===== src/hdl/dsw_pkg.sv =====
package dsw_pkg;

  localparam int ElevW       = 16;
  localparam int CountW      = 32;
  localparam int HistBins    = 19;
  localparam int BinW        = 5;
  localparam int CfgIdxW     = 2;
  localparam int CfgDataW    = 16;
  localparam int FracW       = 16;
  localparam int NumW        = 36;
  localparam int MagW        = NumW - 1;
  localparam int DvdW        = MagW + FracW;
  localparam int DenW        = 36;
  localparam int GradW       = 34;
  localparam int ScW         = 31;
  localparam int SqW         = 2 * ScW;
  localparam int RadW        = SqW + 1;
  localparam int RootSteps   = 32;
  localparam int XW          = 36;
  localparam int ZW          = 25;
  localparam int CordicSteps = 20;
  localparam int CntW        = 6;
  localparam int QDepth      = 2;
  localparam int QPtrW       = 1;
  localparam int DegW        = 14;
  localparam int PctW        = 15;

  localparam logic [16:0] UnitQ16   = 17'd65536;
  localparam logic [17:0] Sqrt2Q16  = 18'd92682;
  localparam logic [15:0] Rsqrt2Q16 = 16'd46341;
  localparam logic [18:0] FdwrdDen  = 19'd447508;
  localparam logic [22:0] Deg90Q16  = 23'd5898240;
  localparam logic [17:0] Recip9    = 18'd233017;
  localparam logic [BinW-1:0] BinTop = 5'd18;

  localparam logic [ZW-1:0] AtanDegQ16 [CordicSteps] = '{
    25'd2949120, 25'd1740967, 25'd919879, 25'd466945, 25'd234379,
    25'd117304, 25'd58666, 25'd29335, 25'd14668, 25'd7334,
    25'd3667, 25'd1833, 25'd917, 25'd458, 25'd229,
    25'd115, 25'd57, 25'd29, 25'd14, 25'd7
  };

  typedef enum logic [3:0] {
    METH_SSM     = 4'd1,
    METH_2FD     = 4'd2,
    METH_3FDWRD  = 4'd3,
    METH_3FD     = 4'd4,
    METH_HORN    = 4'd5,
    METH_FFD     = 4'd6,
    METH_MAXDROP = 4'd7,
    METH_SIMPLE  = 4'd8,
    METH_QUAD    = 4'd9
  } method_e;

  typedef enum logic [CfgIdxW-1:0] {
    CFG_METHOD    = 2'd0,
    CFG_SPACING_X = 2'd1,
    CFG_SPACING_Y = 2'd2,
    CFG_NULL_ELEV = 2'd3
  } cfg_e;

  typedef enum logic [3:0] {
    BK_IDLE, BK_DIV, BK_SCALE, BK_SUM, BK_ROOT, BK_ROT, BK_CLAMP, BK_MAP, BK_HIST
  } bk_state_e;

  typedef struct packed {
    logic            is_null;
    logic [DvdW-1:0] dvd_x;
    logic [DvdW-1:0] dvd_y;
    logic [DenW-1:0] den_x;
    logic [DenW-1:0] den_y;
  } dsw_entry_t;

  typedef struct packed {
    logic full;
    logic empty;
  } q_status_t;

endpackage


===== src/hdl/dsw_fifo.sv =====
module dsw_fifo import dsw_pkg::*; (
  input  logic       clk_i,
  input  logic       rst_ni,
  input  logic       push_i,
  input  dsw_entry_t entry_i,
  input  logic       pop_i,
  output dsw_entry_t entry_o,
  output q_status_t  status_o
);

  dsw_entry_t         mem_q [QDepth];
  logic [QPtrW-1:0]   wr_q, rd_q;
  logic [QPtrW:0]     cnt_q;

  always_ff @(posedge clk_i) begin
    if (push_i) begin
      mem_q[wr_q] <= entry_i;
    end
  end

  always_ff @(posedge clk_i or negedge rst_ni) begin
    if (!rst_ni) begin
      wr_q  <= '0;
      rd_q  <= '0;
      cnt_q <= '0;
    end else begin
      if (push_i) begin
        wr_q <= wr_q + 1'b1;
      end
      if (pop_i) begin
        rd_q <= rd_q + 1'b1;
      end
      cnt_q <= cnt_q + (QPtrW+1)'(push_i) - (QPtrW+1)'(pop_i);
    end
  end

  assign entry_o        = mem_q[rd_q];
  assign status_o.full  = (cnt_q == (QPtrW+1)'(QDepth));
  assign status_o.empty = (cnt_q == '0);

endmodule


===== config.mk =====
export PLATFORM = sky130hd
export DESIGN_NAME = dsw_fifo
export DESIGN_NICKNAME = d
export VERILOG_FILES = /design/src/hdl/dsw_pkg.sv /design/src/hdl/dsw_fifo.sv
export SDC_FILE = /design/constraint.sdc
export NUM_CORES = 1
export LEC_CHECK = 0
export ABC_AREA = 1
export BUFFER_PORTS_ARGS = -buffer_cell sky130_fd_sc_hd__buf_2
export CELL_PAD_IN_SITES_DETAIL_PLACEMENT = 0
export CELL_PAD_IN_SITES_GLOBAL_PLACEMENT = 1
export CORE_UTILIZATION = 45
export DETAILED_ROUTE_END_ITERATION = 16
export GPL_TIMING_DRIVEN = 0
export PLACE_DENSITY = 0.95
export RECOVER_POWER = 50
export SYNTH_ARGS = -nofsm -noshare
export SYNTH_HDL_FRONTEND = slang
export SYNTH_SLANG_ARGS = --single-unit

===== constraint.sdc =====
create_clock -name clk_i -period 20.7 [get_ports clk_i]
set_clock_uncertainty 0.05 [all_clocks]
set_input_delay 4.14 -clock clk_i [delete_from_list [all_inputs] [get_ports clk_i]]
set_output_delay 4.14 -clock clk_i [all_outputs]
set_load 0.01 [all_outputs]

=== After elaboration in Yosys (flattened, before gate mapping) ===
Memory sizes are Yosys's and may differ from the RTL's.
Cells that the tools add are included.

* RAM bits: 350
* Flip-flop bits (word level): 4
* Input port bits: 179
* Output and inout bits: 177
* Memories kept: 1
* Logic and storage cells: 12

* Muxes and demuxes: 2
* Eq/ne operators: 1
* Reductions and logical operators: 1
* $add $sub $neg: 4

{| class="wikitable"
|+ Memory list
! name !! depth !! bits a word !! rd ports !! clocked after memory_dff !! write ports !! line !! RTL
|-
| mem_q || 2 || 175 || 1 || 0 || 1 || dsw_fifo.sv:11 || <nowiki>dsw_entry_t mem_q [QDepth];</nowiki>
|}

{| class="wikitable"
|+ Operators by type and width
! operator !! number
|-
| adder 1 bit (second input constant) || 2
|-
| adder 2 x 1 -> 2 bit || 1
|-
| equality test 2 bit (second input constant) || 1
|-
| logical NOT 2 bit || 1
|-
| 2-to-1 mux 1 bit || 2
|-
| subtractor 2 x 1 -> 2 bit || 1
|}

=== Logic depth before layout (Yosys ltp) ===
* Depth after elaboration: 2
* Mapped depth: 7
* Depth with buffers taken out: 7

=== Least setup slack after synthesis ===
Ideal clock, no wire load.

* Kind: input port to flip-flop
* Start: in push_i
* End: mem mem_q[0][0] (netlist name) (enable)
* Setup slack: 8.438 ns
* Cell stages on the path: 2
* Setup time: 0.717 ns
* Data arrival time: 11.495 ns
* Data required time: 19.933 ns
* Path buffers: 0
* Cell sequence: inv_1 -> nor2_1

* Cells in the longest elaborated chain, start to end: 2

{| class="wikitable"
|+ RTL lines
! element !! line !! RTL
|-
| from (decl) || dsw_fifo.sv:4 || <nowiki>input logic push_i,</nowiki>
|-
| 2-to-1 mux 1 bit || dsw_fifo.sv:16 || <nowiki>if (push_i) begin</nowiki>
|-
| 2-to-1 mux 1 bit (implied by the code) || dsw_fifo.sv:17 || <nowiki>mem_q[wr_q] <= entry_i;</nowiki>
|-
| to (decl) || dsw_fifo.sv:11 ||
|}

No other way between the ends.

=== Final worst setup path ===
* Start: in push_i
* End: mem mem_q[1][84] (netlist name) (enable)

The elaborated chain is that of the path after synthesis.

==> results.txt <==
- Status: finished, violations left
- The checks that failed: capacitance limit, slew limit.
* Number of stages on the worst setup path: 4
- Vias: 8326
* CTS sink count: 354
- The via count of the first global-routing pass is 8492.
* Total buffers and inverters traversed by the critical path: 3
- In this run, post-CTS repair resized a total of 0 instances.
- The number of setup buffers added after CTS is 0.
- The clock tree synthesis step divided the H-tree into 2 levels.
- Portion of the clock cycle consumed by the worst path in the final layout: 40.6%
- Dividing total power by cell area gives a power density of 142 nW/µm².
- Max-cap violations in this run came to 3.
* Die boundary width: 174 µm
* Largest net degree at the start of global routing: 92
* Global-route usage over all layers: 19.3%
* Worst hold slack: 465 ps
- Beginning of the critical path: push_i
- Cell with the largest stage delay on the worst path: sky130_fd_sc_hd__clkinvlp_2
* Setup repair after global routing missed its margin: false
- The clock passes through at most 3 buffers.
- Crit Reg-Reg Endpoint: mem_q[1][84]
- Most instantiated library cell after synthesis: sky130_fd_sc_hd__edfxtp_1
- Post-Syn Instances: 939
* Detailed Route Iter0 Violations: 457
- The number of nets handed over by synthesis was 1120.
- Row count: 62
* Initial Utilization: 45.9%
- Leftover overflow at the end of global routing: 0
- Number of endpoints with negative hold slack in the final report: 0
- The die covers 30100 µm².
* Per-cell via count in the routed design: 4.76
- The congestion estimate from routability-driven global placement came to 0.807.
- Slowest stage delay, CP: 2880 ps
- Startpoint type of the worst setup path: input pin
- Summing all placed instances gives a cell area of 15700 µm².
- The finished cells cover 16700 µm².
- Overall power consumption after layout is estimated at 2.37 mW.
* Portion of total power attributed to sequential cells: 41.6%
* Cell internal pwr: 1.61 mW
- Worst min path class: flop to flop
* Flip-flop and latch count after synthesis: 354
* Synthesized area per cell: 14.1 µm²
* Final-report setup violation count: 0
- The clock network accounts for 26.8% of the total power.
- STA classifies the critical path endpoint as a flop.
- 356 I/O pins were placed.
* Proportion of netlist area held by the largest area contributor: 79.3%
* VDD IR-drop max: 0.0000801 V
* Hold-fix buffers, CTS: 0
* Synthesis Warnings: 0
- TritonCTS created 37 clock buffers.
- The area growth from synthesis to layout is 26.1%.
- End point of the critical path: mem_q[1][84]
- Slew headroom: -163%
* Number of cells traversed by the worst register-to-register path: 3
* Detailed Routing Iterations Pass 1: 4
- The count of nets left with antenna violations once routing finished came out at 0.
- Static Leakage: 7.00 nW
- Async S/R FF share, synth: 1.13%
- The synthesized design contains 350 enable-type register cells.
- Combinational power share: 31.6%
- First-pass GRT wire length: 44400 µm
- Clock-pin slew was measured on the worst setup and hold paths at 60 ps.
- Routed wire length: 29400 µm
- The wire-length estimate of the detail-placed layout is 20500 µm.
- Register-to-register setup slack: 15670 ps
- Avg WL per Cell: 16.8 µm
- Fraction of layout instances using a drive strength above 1: 27.4%
- Clock Latency Late Sink: 490 ps
* Critical path's top delay family: buffers and inverters
* Final count of pins violating max slew: 138
- The initial antenna violation count is 3.
- In this run switching power makes up 32.3% of total power.
- WP data arrival: 8500 ps
* Nets@finish: 1521
- Cells fill 57.9% of the core in the end.
* Synth Cell Area: 13300 µm²
- Root buffer cell: sky130_fd_sc_hd__clkbuf_16
- Library cells used by synthesis: 14
- At the worst endpoint, the required time is 20800 ps.
- Height of the chip: 174 µm
- Total DRC errors in the routed layout: 0
- Min Clock Period, post-route: 8400 ps
- The largest total area in the synthesized netlist belongs to sky130_fd_sc_hd__edfxtp_1.
* Number of port buffers: 355
- TritonCTS clock tree: done
* Flip-flop cell with the highest count after synthesis: sky130_fd_sc_hd__edfxtp_1
- After floorplanning, the core was sized to cover 28900 µm².
- P_sw: 0.767 mW
- Category of the most critical setup path: input pin to flop
- Critical R2R Launch: wr_q
- Static timing analysis puts the maximum clock frequency at 119 MHz.
- For the pin with the worst max-slew slack, the measured transition is 3930 ps.
- Post-route setup TNS: 0 ps
- After synthesis, the cell types taking the most area are sky130_fd_sc_hd__edfxtp_1 79%, sky130_fd_sc_hd__o21ai_0 5.2%, sky130_fd_sc_hd__inv_1 5.2%.
- Along the worst path, the maximum fanout reaches 91.
- Chain of cells forming the critical path: clkbuf_1 > nand2_1 > clkinvlp_2 > buf_16
- By count the netlist is led by 350 x sky130_fd_sc_hd__edfxtp_1, 182 x sky130_fd_sc_hd__inv_1, 181 x sky130_fd_sc_hd__nand2_1.
* Portion of the post-synthesis area used by sequential elements: 80.1%
==> power by group through the flow <==
stage / Combinational (mW) / Clock [mW] / Sequential [mW]
finish: 0.750 / 0.636 / 0.989
global route: 0.821 / 0.675 / 1.00
CTS: 0.771 / 0.649 / 0.982
detailed placement: 0.765 / 0 / 0.996
global placement: 0.731 / 0 / 1.04
floorplan: 0.411 / 0 / 1.02
==> sequential cells by signal, summed over array words and instances, names as in the netlist <==
| register | cells |
|---|---|
| cnt_q | 2 |
| wr_q | 1 |
| rd_q | 1 |
| mem_q | 350 |
==> how the worst min path moves through the flow <==
| stage | from | end | depth (start not counted) |
|---|---|---|---|
| final | wr_q | wr_q | 1 |
| after global routing | wr_q | wr_q | 1 |
| after CTS | wr_q | wr_q | 1 |
| after detailed placement | wr_q | wr_q | 1 |
| after global placement | wr_q | wr_q | 1 |
| after floorplan | wr_q | wr_q | 1 |
==> per-layer routing <==
| layer | share of wire, % | global-route usage (%) | routed length, µm | vias to the layer above |
|---|---|---|---|---|
| li1 | - | - | - | 3976 |
| met1 | 37 | 21.3 | 11000 | 3930 |
| met2 | 51 | 34.4 | 14900 | 348 |
| met3 | 8.4 | 5.83 | 2460 | 68 |
| met4 | 3.6 | 8.22 | 1060 | 4 |
| met5 | 0.10 | 0 | 30 | - |
==> cells in the final DEF (no fill, tap or decap), drive strengths merged, types with 3 or more instances in the layout <==
| master | instances |
|---|---|
| dfrtp | 4 |
| clkinv | 12 |
| o21ai | 175 |
| nor2 | 3 |
| bufinv | 5 |
| edfxtp | 350 |
| buf | 320 |
| clkbuf | 122 |
| clkinvlp | 4 |
| inv | 181 |
| nand2 | 181 |
==> logic make-up (layout without fill, tap and decap cells) <==
family | count (synthesis) | after routing | synth area share [%]
DFF | 354 | 354 | 80.1
buffers and inverters | 221 | 644 | 7.76
and+or+nand+nor | 185 | 185 | 5.25
AOI/OAI and AO/OA | 175 | 175 | 6.61
adders and majority gates | 2 | 2 | 0.189
xor gates and xnor gates | 2 | 2 | 0.132
other | 0 | 2 | 0
==> area by class of cell <==
cell class	instances	area, µm²
clock buffers	41	941
inverters	182	684
flip-flops and latches	354	10600
plain buffers	39	345
repair buffers	362	1810
clock inverters	20	226
fillers	2305	12100
multi-input cells	364	1610
well taps	384	480
diodes	2	5.00
==> metrics by stage <==
step / instances / setup slack, ps
after floorplan: 939 / 8440
after global placement: 1678 / 4410
after detailed placement: 1685 / 14840
after CTS: 1746 / 14420
after global routing: 1747 / 11860
final: 1748 / 12300
Note: power is estimated with default switching activity, not from simulation.
